===== src/hw/rtl/abll_pkg.sv =====
// shared types and constants for the bitmap loss list
package abll_pkg;

  localparam int LOSS_DEPTH = 256;
  localparam int MAP_BITS   = 64;

  localparam int PTR_W  = $clog2(LOSS_DEPTH);
  localparam int CNT_W  = $clog2(LOSS_DEPTH + 1);
  localparam int POS_W  = $clog2(MAP_BITS + 1);
  localparam int IDX_W  = $clog2(MAP_BITS);

  localparam int SEQ_W  = 32;
  localparam int ID_W   = 32;
  localparam int TYPE_W = 16;
  localparam int TIDX_W = 32;
  localparam int LEN_W  = 7;
  localparam int BITS_W = 64;
  localparam int PEND_W = 9;
  localparam int DROP_W = 7;

  localparam logic CMD_ENQUEUE = 1'b0;
  localparam logic CMD_READ    = 1'b1;

  typedef struct packed {
    logic              command;
    logic [ID_W-1:0]   map_id;
    logic [SEQ_W-1:0]  start_seq;
    logic [LEN_W-1:0]  span_length;
    logic [LEN_W-1:0]  bitmap_length;
    logic [BITS_W-1:0] received_bits;
    logic [TYPE_W-1:0] item_type;
    logic [TIDX_W-1:0] table_index_in;
    logic              pop_head;
  } in_item_t;

  typedef struct packed {
    logic [SEQ_W-1:0]  lost_seq;
    logic [ID_W-1:0]   lost_map_id;
    logic [TYPE_W-1:0] lost_type;
    logic [TIDX_W-1:0] lost_table_index;
    logic              loss_present;
    logic [PEND_W-1:0] pending_losses;
    logic [DROP_W-1:0] dropped_losses;
  } out_item_t;

  typedef struct packed {
    logic [SEQ_W-1:0]  seq;
    logic [ID_W-1:0]   map_id;
    logic [TYPE_W-1:0] item_type;
    logic [TIDX_W-1:0] tag_index;
  } entry_t;

  typedef struct packed {
    logic [CNT_W-1:0] count;
    logic             full;
    logic             empty;
  } fifo_stat_t;

  typedef enum logic [3:0] {
    S_IDLE   = 4'b0001,
    S_SCAN   = 4'b0010,
    S_RDWAIT = 4'b0100,
    S_FINISH = 4'b1000
  } state_t;

endpackage


===== src/hw/rtl/abll_seq.sv =====
// sequencer: walks the receive map one position a cycle and builds the result
module abll_seq (
  input  logic                 clk,
  input  logic                 rst_n,
  input  logic                 start,
  input  abll_pkg::in_item_t   in_item,
  input  abll_pkg::fifo_stat_t stat,
  input  abll_pkg::entry_t     rd_data,
  output logic                 busy,
  output logic                 wr_en,
  output abll_pkg::entry_t     wr_entry,
  output logic                 pop,
  output logic                 done,
  output abll_pkg::out_item_t  result
);
  import abll_pkg::*;

  state_t              state_r, state_nxt;
  logic                cmd_r;
  logic                pop_r;
  logic [ID_W-1:0]     map_id_r;
  logic [TYPE_W-1:0]   item_type_r;
  logic [TIDX_W-1:0]   tidx_r;
  logic [SEQ_W-1:0]    seq_r;
  logic [POS_W-1:0]    pos_r;
  logic [POS_W-1:0]    span_r;
  logic [POS_W-1:0]    blen_r;
  logic [MAP_BITS-1:0] bits_r;
  logic [POS_W-1:0]    drop_r;

  logic [POS_W-1:0]    span_sat;
  logic [POS_W-1:0]    blen_sat;
  logic [POS_W-1:0]    pos_inc;
  logic                lost;
  logic                present;

  assign span_sat = (in_item.span_length > LEN_W'(MAP_BITS)) ? POS_W'(MAP_BITS)
                                                             : POS_W'(in_item.span_length);
  assign blen_sat = (in_item.bitmap_length > LEN_W'(MAP_BITS)) ? POS_W'(MAP_BITS)
                                                               : POS_W'(in_item.bitmap_length);
  assign pos_inc  = pos_r + 1'b1;
  assign lost     = !((pos_r < blen_r) && bits_r[pos_r[IDX_W-1:0]]);
  assign present  = !stat.empty;

  assign busy     = (state_r != S_IDLE);
  assign wr_en    = (state_r == S_SCAN) && lost && !stat.full;
  assign pop      = (state_r == S_FINISH) && (cmd_r == CMD_READ) && present && pop_r;
  assign done     = (state_r == S_FINISH);

  assign wr_entry.seq         = seq_r;
  assign wr_entry.map_id      = map_id_r;
  assign wr_entry.item_type   = item_type_r;
  assign wr_entry.tag_index   = tidx_r;

  always_comb begin
    result = '0;
    if (cmd_r == CMD_READ) begin
      if (present) begin
        result.lost_seq         = rd_data.seq;
        result.lost_map_id      = rd_data.map_id;
        result.lost_type        = rd_data.item_type;
        result.lost_table_index = rd_data.tag_index;
        result.loss_present     = 1'b1;
      end
      result.pending_losses = pop_r && present ? PEND_W'(stat.count - 1'b1)
                                               : PEND_W'(stat.count);
    end else begin
      result.pending_losses = PEND_W'(stat.count);
      result.dropped_losses = DROP_W'(drop_r);
    end
  end

  always_comb begin
    state_nxt = state_r;
    unique case (state_r)
      S_IDLE: begin
        if (start) begin
          if (in_item.command == CMD_READ) begin
            state_nxt = S_RDWAIT;
          end else if (span_sat == '0) begin
            state_nxt = S_FINISH;
          end else begin
            state_nxt = S_SCAN;
          end
        end
      end
      S_SCAN: begin
        if (pos_inc == span_r) begin
          state_nxt = S_FINISH;
        end
      end
      S_RDWAIT: state_nxt = S_FINISH;
      S_FINISH: state_nxt = S_IDLE;
      default:  state_nxt = S_IDLE;
    endcase
  end

  always_ff @(posedge clk) begin
    if (!rst_n) begin
      state_r <= S_IDLE;
    end else begin
      state_r <= state_nxt;
    end
  end

  always_ff @(posedge clk) begin
    if (state_r == S_IDLE && start) begin
      cmd_r       <= in_item.command;
      pop_r       <= in_item.pop_head;
      map_id_r    <= in_item.map_id;
      item_type_r <= in_item.item_type;
      tidx_r      <= in_item.table_index_in;
      seq_r       <= in_item.start_seq + 1'b1;
      pos_r       <= '0;
      span_r      <= span_sat;
      blen_r      <= blen_sat;
      bits_r      <= in_item.received_bits[MAP_BITS-1:0];
      drop_r      <= '0;
    end else if (state_r == S_SCAN) begin
      seq_r <= seq_r + 1'b1;
      pos_r <= pos_inc;
      if (lost && stat.full) begin
        drop_r <= drop_r + 1'b1;
      end
    end
  end

endmodule


===== config.mk =====
export PLATFORM = sky130hd
export DESIGN_NAME = abll_seq
export DESIGN_NICKNAME = d
export VERILOG_FILES = /design/src/hw/rtl/abll_pkg.sv /design/src/hw/rtl/abll_seq.sv
export SDC_FILE = /design/constraint.sdc
export NUM_CORES = 1
export LEC_CHECK = 0
export BUFFER_PORTS_ARGS = -buffer_cell sky130_fd_sc_hd__buf_4
export CORE_AREA = 8 8 214 216
export CTS_BUF_LIST = sky130_fd_sc_hd__clkbuf_16
export CTS_CLUSTER_SIZE = 28
export DETAILED_ROUTE_END_ITERATION = 6
export DIE_AREA = 0 0 222 224
export PLACE_DENSITY = 0.58
export SLEW_MARGIN = 5
export SYNTH_ARGS = -nofsm -noshare
export SYNTH_HDL_FRONTEND = slang
export SYNTH_SLANG_ARGS = --single-unit

===== constraint.sdc =====
create_clock -name clk -period 15.95 [get_ports clk]
set_input_delay 3.9875 -clock clk [delete_from_list [all_inputs] [get_ports clk]]
set_output_delay 3.9875 -clock clk [all_outputs]
set_load 0.03 [all_outputs]

Word level (Yosys, flattened, before mapping)
Cells that the tools add are included.
{ "totals": {"regBits": 210, "latch_bits": 0, "ramBits": 0, "rom_bits": 0, "elab_cells": 60, "n_memories": 0} }
{ "classes": {"addsub": 5, "multipliers": 0, "div": 0, "magnitude_cmp": 4, "n_eq_ne": 8, "n_shift": 0, "muxes": 15, "n_bitwise": 0, "reduce_logical": 16} }
{ "op_table": {"columns": ["cell", "n"], "rows": [
  ["$mux W113", 2],
  ["$add A32 B1 Y32 const B", 2],
  ["$mux W32", 2],
  ["$mux W9", 2],
  ["$mux W4", 4],
  ["$add A7 B1 Y7 const B", 2],
  ["$gt A7 B7 Y1 const B", 2],
  ["$mux W7", 2],
  ["$pmux W4 S3", 1],
  ["$logic_and A1 B1 Y1", 9],
  ["$sub A9 B1 Y9 const B", 1],
  ["$eq A7 B7 Y1", 1],
  ["$logic_not A7 Y1", 1],
  ["$lt A6 B7 Y1 const B", 1],
  ["$lt A7 B7 Y1", 1],
  ["$bmux W1 S6", 1],
  ["$eq A4 B1 Y1 const B", 1],
  ["$eq A4 B2 Y1 const B", 1],
  ["$eq A4 B3 Y1 const B", 1],
  ["$eq A4 B4 Y1 const B", 1],
  ["$ne A4 B1 Y1 const B", 1],
  ["$reduce_and A2 Y1", 2],
  ["$logic_not A1 Y1", 3],
  ["$ne A2 B1 Y1 const B", 1],
  ["other kinds (3)", 3]
]} }

Depth between registers and ports, before layout
Gate-level depths: netlist (run 1).
{ "logic_depth": {"word_depth": 7, "mapped_depth": 14} }

Least setup slack after synthesis (run 1)
OpenSTA, ideal clock, no wires.
{ "synth_timing": {"path_type": "input to register", "startpoint": "input start", "endpoint": "register seq_r[26] (data pin)", "setup_ns": 0.275, "arrival_ns": 10.567, "t_required_ns": 15.675, "setup_slack_ns": 5.107, "path_stages": 13, "n_path_buf": 3, "cell_sequence": "nand2_1 -> inv_2 -> buf_2 -> buf_2 -> clkbuf_1 -> nand2_1 -> nand2_1 -> ha_1 -> o2111ai_1 -> nor2_1 -> nand4_1 -> xor2_1 -> mux2i_1"} }
{ "synth_via": {"elab_chain_len": 2} }
{ "synth_lines": {"columns": ["item", "line", "source"], "rows": [
  ["from (decl)", "abll_seq.sv:5", "input logic start,"],
  ["$logic_and A1 B1 Y1", "abll_seq.sv:107", "if (state_r == S_IDLE && start) begin"],
  ["$mux W32", "abll_seq.sv:107", null],
  ["to (signal assigned)", "abll_seq.sv:113", "seq_r <= in_item.start_seq + 1'b1;"],
  ["to (signal assigned)", "abll_seq.sv:120", "seq_r <= seq_r + 1'b1;"],
  ["to (decl)", "abll_seq.sv:24", "logic [SEQ_W-1:0] seq_r;"]
]} }
No other way between the ends.
A chain may end at the register's enable or synchronous reset.

==> impl_metrics.tcl, run 1 <==
set metrics [dict create \
    status "finished, final reports clean" \
    synth-main-ff-cell "edfxtp_1" \
    grt_pass1_wl_um 57700 \
    dp_hpwl_um 33200 \
    yosys_warnings 0 \
    core-area_um2 42500 \
    hold_path_class "flop to flop" \
    grt_util_all_layers_pct 15.2 \
    grt_max_degree 117 \
    hold_violations 0 \
    overflow 0 \
    synthTopCellsByCount "192 x edfxtp_1, 120 x and2_1, 57 x mux2i_1" \
    cts_buffers 26 \
    crit_type "primary input to primary output" \
    setup_viol 0 \
    seq_area_um2 6130 \
    antenna_left 0 \
    drtIter0Drc 680 \
    fmax_mhz 97.2 \
    synthArstFlopShare_pct 0 \
    power_switching_mw 0.501 \
    dieArea_um2 49700 \
    num_vias 8346 \
    area_growth_syn_to_layout_pct 56.7 \
    maxCapViolCount 0 \
    viasPerCell 4.36 \
    clk_pin_slew_worst_paths_ps 50 \
    worst_slew_margin_rel_pct 33.1 \
    io_buffers 562 \
    finalPower_mw 1.65 \
    finalMaxSlewViolations 0 \
    power_frac_clock_pct 33.1 \
    path_max_fanout 116 \
    syn_inst 787 \
    multi_input_area_um2 3580 \
    cp_common_cell "buf_4" \
    synth_edf_count 192 \
    post-route-period-util_pct 64.5 \
    worst_pin_slew_ps 1000 \
    critPathRequiredTime_ps 11960 \
    drt-pass1-iter-count 5 \
    power_leakage_nw 6.51 \
    cts_buffer_depth 3 \
    dieWidth_um 222 \
    crit_chain "buf_4 -> nor2b_4 -> buf_4 -> nand2_1 -> nor3_1 -> nand3_1 -> nor4_1 -> xor2_1 -> buf_4" \
    p_comb_share_pct 24.1 \
    fin_skew_ps 12.4 \
    cts_tree "done" \
    cts.htree.levels 1 \
    fill_cells 4181 \
    grt_pass1_vias 8432 \
    num_io_pins 563 \
    syn_nets 1115 \
    swShare_pct 30.3 \
    cts.sinks 210 \
    clkLatencyLatePin_ps 550 \
    wire_per_inst_um 21.3 \
    yosys-top-cells-area "edfxtp_1 58%, and2_1 7.6%, mux2i_1 5.8%, dfxtp_1 3.6%, xor2_1 3.0%" \
    max_stage_delay_ps 640 \
    synth-seq-area-share_pct 61.8 \
    place.gp.congestion 0.972 \
    pwr_density_cell_nw_per_um2 106 \
    synth_top_cell_by_area "edfxtp_1" \
    nets 1675 \
    ys_seq_elements 210 \
    end_kind "primary output" \
    intPower_mw 1.15 \
    start_kind "primary input" \
    synth.most_common_cell "edfxtp_1" \
    synth.distinct_cells 56 \
    die_h_um 224 \
    drc 0 \
    synth_area_per_cell_um2 12.6 \
    synth_area_um2 9920 \
    cts_root_buffer "clkbuf_16" \
    drt_wl_total_um 40800 \
    min_period_ps 10290 \
    initial_core_util_pct 23.3 \
    cts.hold.buffers_added 0 \
    p_seq_share_pct 42.9 \
    crit_slowest_cell "buf_4" \
    rows 76 \
    antenna_found_initial 3 \
    drive_above_1_share_pct 45.4 \
    cts_setup_buffers 0 \
    rsz0062_at_grt "no" \
    crit_arrival_ps 6300 \
    ir_worst_vdd_uv 92.1 \
    cts_resized 0 \
    netlist.area_leader.share_pct 58.1 \
    finalSetupTns_ps 0 \
]
-- kinds of logic after synthesis --
family	count (synthesis)	share of synthesized area (%)
and+or+nand+nor	313	18.0
muxes	57	5.75
adders and majority gates	10	1.26
buffers and inverters	54	2.30
DFF	210	61.8
AOI/OAI and AO/OA	80	5.41
xor gates and xnor gates	63	5.56
-- flip-flops by register name (all words and copies together) (netlist names) --
signal       cells
drop_r           7
map_id_r        32
pos_r            7
bits_r          64
cmd_r            1
seq_r           32
state_r          4
pop_r            1
span_r           7
blen_r           7
tidx_r          32
item_type_r     16
-- per-layer routing --
layer	part of all wire, %	global-route usage [%]	wire length [um]	vias up
met3	9.6	6.34	3930	37
met2	49	26.1	20100	355
met5	0.032	0	13	-
li1	-	-	-	3977
met4	1.2	2.16	499	2
met1	40	18.0	16200	3975
-- area by class of cell --
class | instances | share of cell area (%)
Antenna cell | 2 | 0.0322
Clock buffer | 26 | 4.19
Clock inverter | 22 | 0.958
Inverter | 17 | 0.459
Multi-Input combinational cell | 523 | 23.1
Sequential cell | 210 | 39.4
Tap cell | 546 | 4.40
Timing Repair Buffer | 569 | 27.5
-- power groups by stage --
stage | combinational [mW] | sequential, mW | clock, mW
finish | 0.397 | 0.708 | 0.546
global route | 0.421 | 0.714 | 0.588
CTS | 0.404 | 0.708 | 0.566
detailed placement | 0.403 | 0.719 | 0
global placement | 0.400 | 0.717 | 0
floorplan | 0.151 | 0.785 | 0
-- path summary, 6_finish.rpt --
path	from	end	slack (ps)	cells past startpoint
setup / recovery	stat[0]	result[14]	5660	9
hold / removal	drop_r[5]	drop_r[5]	490	2
setup reg to reg	state_r[1]	item_type_r[14]	12510	5
hold reg to reg	drop_r[5]	drop_r[5]	490	2
-- metrics by stage --
| step | hold slack (ps) | cell area [um2] | utilization, % | worst slack [ps] | std cells |
|---|---|---|---|---|---|
| 4_1_cts | 488 | 15500 | 36.6 | 5630 | 1913 |
| 5_1_grt | 508 | 15500 | 36.6 | 5310 | 1913 |
| 2_1_floorplan | 451 | 9920 | - | 5110 | 787 |
| 3_5_place_dp | 480 | 14700 | 34.7 | 5660 | 1865 |
| 6_report | 495 | 15500 | 36.6 | 5660 | 1915 |
| 3_3_place_gp | 468 | 14700 | 34.7 | 5700 | 1865 |
-- worst max-delay path: cells and delay by family --
family | cells | cell delay [ps]
buffers and inverters | 3 | 950
and+or+nand+nor | 5 | 1170
xor gates and xnor gates | 1 | 190
-- layout by cell type, fill, tap and decap left out, types with 17 or more instances in the layout --
| master | Yosys | layout |
|---|---|---|
| a21oi_1 | 17 | 17 |
| nand3_1 | 24 | 24 |
| nor2_1 | 30 | 30 |
| o21ai_0 | 17 | 17 |
| mux2i_1 | 57 | 57 |
| edfxtp_1 | 192 | 192 |
| nand2_1 | 50 | 50 |
| xor2_1 | 34 | 34 |
| inv_1 | 14 | 21 |
| and2_1 | 120 | 120 |
| dfxtp_1 | 18 | 17 |
| clkbuf_16 | 0 | 26 |
| nor2b_1 | 22 | 21 |
| xnor2_1 | 29 | 29 |
| buf_4 | 2 | 569 |
No activity file was read; power rests on OpenSTA's default activity.
==> run 2, diff against run 1 <==
- CORE_AREA: 8 8 214 216 -> 8 8 215 217
- DIE_AREA: 0 0 222 224 -> 0 0 223 225
- clock period: 15.95 -> 10.3 ns (I/O delays scaled with it)
==> run 2 against run 1 <==
Effect of this change: worst setup slack lost 2900 ps; highest routed layer unchanged; critical path depth is the same; sequential share of layout area shrank 0.051 points; power grew 58%.
==> impl_metrics.tcl, run 2 (synthesized netlist as in run 1, its figures left out) <==
set metrics [dict create \
    drt-pass1-iter-count 4 \
    post-route-period-util_pct 72.7 \
    crit_type "primary input to primary output" \
    crit_cells 9 \
    grt_util_all_layers_pct 15.3 \
    reg2reg_from "state_r[1]" \
    status "finished, final reports clean" \
    largest_reg_flops 64 \
    pwr_density_cell_nw_per_um2 167 \
    initial_core_util_pct 23.2 \
    num_vias 8402 \
    cts.hold.buffers_added 0 \
    top_register "bits_r" \
    grt_pass1_vias 8638 \
    crit_slowest_cell "buf_4" \
    end_kind "primary output" \
    clk_pin_slew_worst_paths_ps 60 \
    cts_root_buffer "clkbuf_16" \
    dieArea_um2 50200 \
    viasPerCell 4.39 \
    dp_hpwl_um 33300 \
    layout_commonest_cell "buf_4" \
    path_max_fanout 116 \
    grt_pass1_wl_um 58000 \
    crit_chain "buf_4 -> nor2b_4 -> buf_4 -> nand2_1 -> nor3_1 -> nand3_1 -> nor4_1 -> xor2_1 -> buf_4" \
    worstHoldStart "drop_r[3]" \
    cts_tree "done" \
    grt_max_degree 117 \
    fmax_mhz 134 \
    drive_above_1_share_pct 45.5 \
    antenna_left 0 \
    cts_buffer_depth 3 \
    finalPower_mw 2.60 \
    worst_pin_slew_ps 1130 \
    antenna_found_initial 12 \
    dieWidth_um 223 \
    cts_resized 0 \
    critPathRequiredTime_ps 7730 \
    place_area_um2 14700 \
    power_leakage_nw 6.51 \
    cts_setup_buffers 0 \
    overflow 0 \
    ff2ff_path_depth 11 \
    drtIter0Drc 561 \
    maxCapViolCount 0 \
    dpl.cell_count 1864 \
    die_h_um 225 \
    crit_arrival_ps 4910 \
    cp_common_cell "buf_4" \
    wire_per_inst_um 21.6 \
    cts.htree.levels 1 \
    cts_buffers 26 \
    fin_area_um2 15600 \
    place.gp.congestion 0.895 \
    endpoint "result[14]" \
    crit_start "stat[0]" \
    critPathBufInv 3 \
    hold_ws_ps 486 \
    drt_wl_total_um 41300 \
    hold_path_class "flop to flop" \
    reg2reg_slack_ps 6780 \
    nets 1674 \
    finalSetupTns_ps 0 \
    most-common-layout-cells "568 x buf_4, 192 x edfxtp_1, 120 x and2_1, 57 x mux2i_1, 50 x nand2_1" \
    area_growth_syn_to_layout_pct 56.9 \
    clkLatencyLatePin_ps 560 \
    r2r_end "seq_r[26]" \
    num_io_pins 563 \
    io_buffers 562 \
    path_delay_family "simple AND/OR/NAND/NOR gates" \
    core-area_um2 42700 \
    drc 0 \
    worst_slew_margin_rel_pct 24.9 \
    rows 76 \
    cts.sinks 210 \
    fin_skew_ps 22.7 \
    rsz0062_at_grt "no" \
    min_period_ps 7490 \
    max_stage_delay_ps 630 \
    hold_violations 0 \
    start_kind "primary input" \
    ir_worst_vdd_uv 146 \
    setup_viol 0 \
    fin_cells 1912 \
    finalMaxSlewViolations 0 \
]
run 2: cell types whose count changed in the layout (fill, tap and decap cells not counted):
cell	previous run	this run
clkinv_4	0	2
inv_6	0	1
inv_4	1	0
bufinv_16	1	2
clkinv_1	8	7
buf_4	569	568
clkinvlp_4	2	1
inv_1	21	18
run 2: final cells by class:
cell class / instances / area [um2]
Clock buffer: 26 / 651
Multi-Input combinational cell: 523 / 3580
Timing Repair Buffer: 568 / 4260
Fill cell: 4259 / 27100
Sequential cell: 210 / 6130
Inverter: 17 / 71.3
Antenna cell: 2 / 5.00
Clock inverter: 20 / 176
Tap cell: 546 / 683
run 2: layer usage:
| metal | up-vias | routed length, um | share of wire [%] | track usage, % |
|---|---|---|---|---|
| met2 | 375 | 21200 | 51 | 26.8 |
| met5 | - | 101 | 0.24 | 0 |
| met3 | 61 | 3950 | 9.6 | 6.28 |
| met1 | 3976 | 15200 | 37 | 17.2 |
| li1 | 3974 | - | - | - |
| met4 | 16 | 888 | 2.1 | 3.63 |
run 2: through the flow:
| stage | util [%] | worst slack (ps) |
|---|---|---|
| floorplan | - | 870 |
| global placement | 34.5 | 2830 |
| detailed placement | 34.5 | 2780 |
| CTS | 36.4 | 2760 |
| global route | 36.4 | 2530 |
| finish | 36.4 | 2810 |
run 2: worst min-delay path, cell delays in order (launching register included):
cell and delay [ps]:
dfxtp_1 320, o31ai_1 60, a21oi_1 50
run 2: worst min path at each step:
stage	end	slack [ps]	cells past startpoint
3_5_place_dp	drop_r[3]	490	2
2_1_floorplan	drop_r[5]	450	1
5_1_grt	drop_r[2]	530	1
3_3_place_gp	drop_r[5]	470	1
4_1_cts	drop_r[3]	500	2
6_report	drop_r[3]	490	2
run 2: power breakdown:
| group | internal, mW | total (mW) | switching (mW) | leakage, nW |
|---|---|---|---|---|
| clock | 0.511 | 0.885 | 0.374 | 0.415 |
| combinational | 0.247 | 0.623 | 0.376 | 4.12 |
| sequential | 1.05 | 1.09 | 0.0437 | 1.97 |
| total | 1.81 | 2.60 | 0.793 | 6.51 |
==> run 3, diff against run 2 <==
- PLACE_DENSITY: 0.58 -> 0.59
- clock period: 10.3 -> 6.4 ns (I/O delays scaled with it)
==> run 3 against run 2 <==
Effect of this change: core utilization fell by 0.12 points; via count shrank 0.74%; sequential power grew 62%; critical endpoint is now wr_en; largest cell class unchanged; largest power group unchanged.
==> impl_metrics.tcl, run 3 (synthesized netlist as in run 1, its figures left out) <==
set metrics [dict create \
    status "finished, final reports clean" \
    nets 1675 \
    critPathRequiredTime_ps 4800 \
    max_stage_delay_ps 770 \
    clk_pin_slew_worst_paths_ps 60 \
    cts_root_buffer "clkbuf_16" \
    num_vias 8340 \
    largest_reg_flops 64 \
    clkLatencyLatePin_ps 540 \
    antenna_left 0 \
    cts.htree.levels 1 \
    grt_max_degree 116 \
    overflow 0 \
    post-route-period-util_pct 82.0 \
    cts.sinks 210 \
    most-common-layout-cells "570 x buf_4, 192 x edfxtp_1, 120 x and2_1, 57 x mux2i_1, 50 x nand2_1" \
    cts.hold.buffers_added 0 \
    pwr_density_cell_nw_per_um2 263 \
    fin_skew_ps 8.65 \
    crit_chain "buf_4 -> mux2i_1 -> a22oi_1 -> nand2_1 -> o21ai_0 -> nor3_1 -> a211oi_2 -> nor3_1 -> buf_4" \
    drt-pass1-iter-count 5 \
    area_growth_syn_to_layout_pct 56.4 \
    finalMaxSlewViolations 0 \
    layout_commonest_cell "buf_4" \
    dieWidth_um 223 \
    top_register "bits_r" \
    hold_violations 0 \
    hold_path_class "flop to flop" \
    path_max_fanout 22 \
    crit_slowest_cell "a211oi_2" \
    place_area_um2 14800 \
    num_io_pins 563 \
    drtIter0Drc 576 \
    dp_hpwl_um 33500 \
    fmax_mhz 191 \
    wire_per_inst_um 21.3 \
    finalPower_mw 4.08 \
    worst_slew_margin_rel_pct 33.1 \
    cts_setup_buffers 0 \
    grt_pass1_vias 8563 \
    worst_pin_slew_ps 1000 \
    grt_util_all_layers_pct 14.9 \
    cts_buffers 25 \
    crit_type "flop to primary output" \
    initial_core_util_pct 23.2 \
    power_leakage_nw 6.50 \
    cts_resized 0 \
    crit_arrival_ps 3650 \
    antenna_found_initial 7 \
    place.gp.congestion 0.945 \
    start_kind "flop" \
    dieArea_um2 50200 \
    drive_above_1_share_pct 45.7 \
    drt_wl_total_um 40700 \
    setup_viol 0 \
    core-area_um2 42700 \
    grt_pass1_wl_um 56400 \
    cts_tree "done" \
    min_period_ps 5250 \
    io_buffers 562 \
    cts_buffer_depth 3 \
    rsz0062_at_grt "no" \
    fin_area_um2 15500 \
    ir_worst_vdd_uv 190 \
    end_kind "primary output" \
    rows 76 \
    drc 0 \
    maxCapViolCount 0 \
    die_h_um 225 \
    viasPerCell 4.36 \
    finalSetupTns_ps 0 \
]
-- run 3: stage by stage --
stage               hold WS, ps  worst slack [ps]  std cells  util (%)
floorplan                   451               396        787         -
finish                      490              1150       1911      36.3
global placement            471              1650       1866      34.5
detailed placement          483              1680       1866      34.5
CTS                         489              1140       1910      36.3
global route                534               871       1910      36.3
-- run 3: worst paths after layout --
| path | start | cells after the start | slack (ps) | end |
|---|---|---|---|---|
| worst max-delay path | pos_r[0] | 9 | 1150 | wr_en |
| worst min-delay path | drop_r[5] | 2 | 490 | drop_r[5] |
| worst max register to register | state_r[1] | 11 | 3120 | seq_r[26] |
| worst min register to register | drop_r[5] | 2 | 490 | drop_r[5] |
-- run 3: layer usage --
layer  GRT usage (%)  up-vias  share of wire [%]
met5               0        -               0.15
met1            16.2     3960                 37
met3            6.26       42                9.5
met4            2.68       10                1.7
li1                -     3970                  -
met2            26.9      358                 52
-- run 3: power breakdown --
part | leakage [nW] | internal [mW] | switching [mW]
sequential | 1.97 | 1.69 | 0.0800
clock | 0.398 | 0.754 | 0.569
combinational | 4.13 | 0.399 | 0.594
total | 6.50 | 2.84 | 1.24
-- run 3: final cells by class --
class                   count  area (um2)
flip-flops and latches    210        6130
multi-input cells         523        3590
inverters                  17        71.3
well taps                 546         683
clock inverters            19         133
repair buffers            570        4280
fillers                  4175       27200
clock buffers              25         626
diodes                      1        2.50
-- run 3: critical path, delay by kind of cell, from the launching register on --
| family | cells | cell delay [ps] |
|---|---|---|
| compound gates | 3 | 1340 |
| mux | 1 | 140 |
| flops | 1 | 640 |
| buf+inv | 2 | 660 |
| simple gates | 3 | 310 |
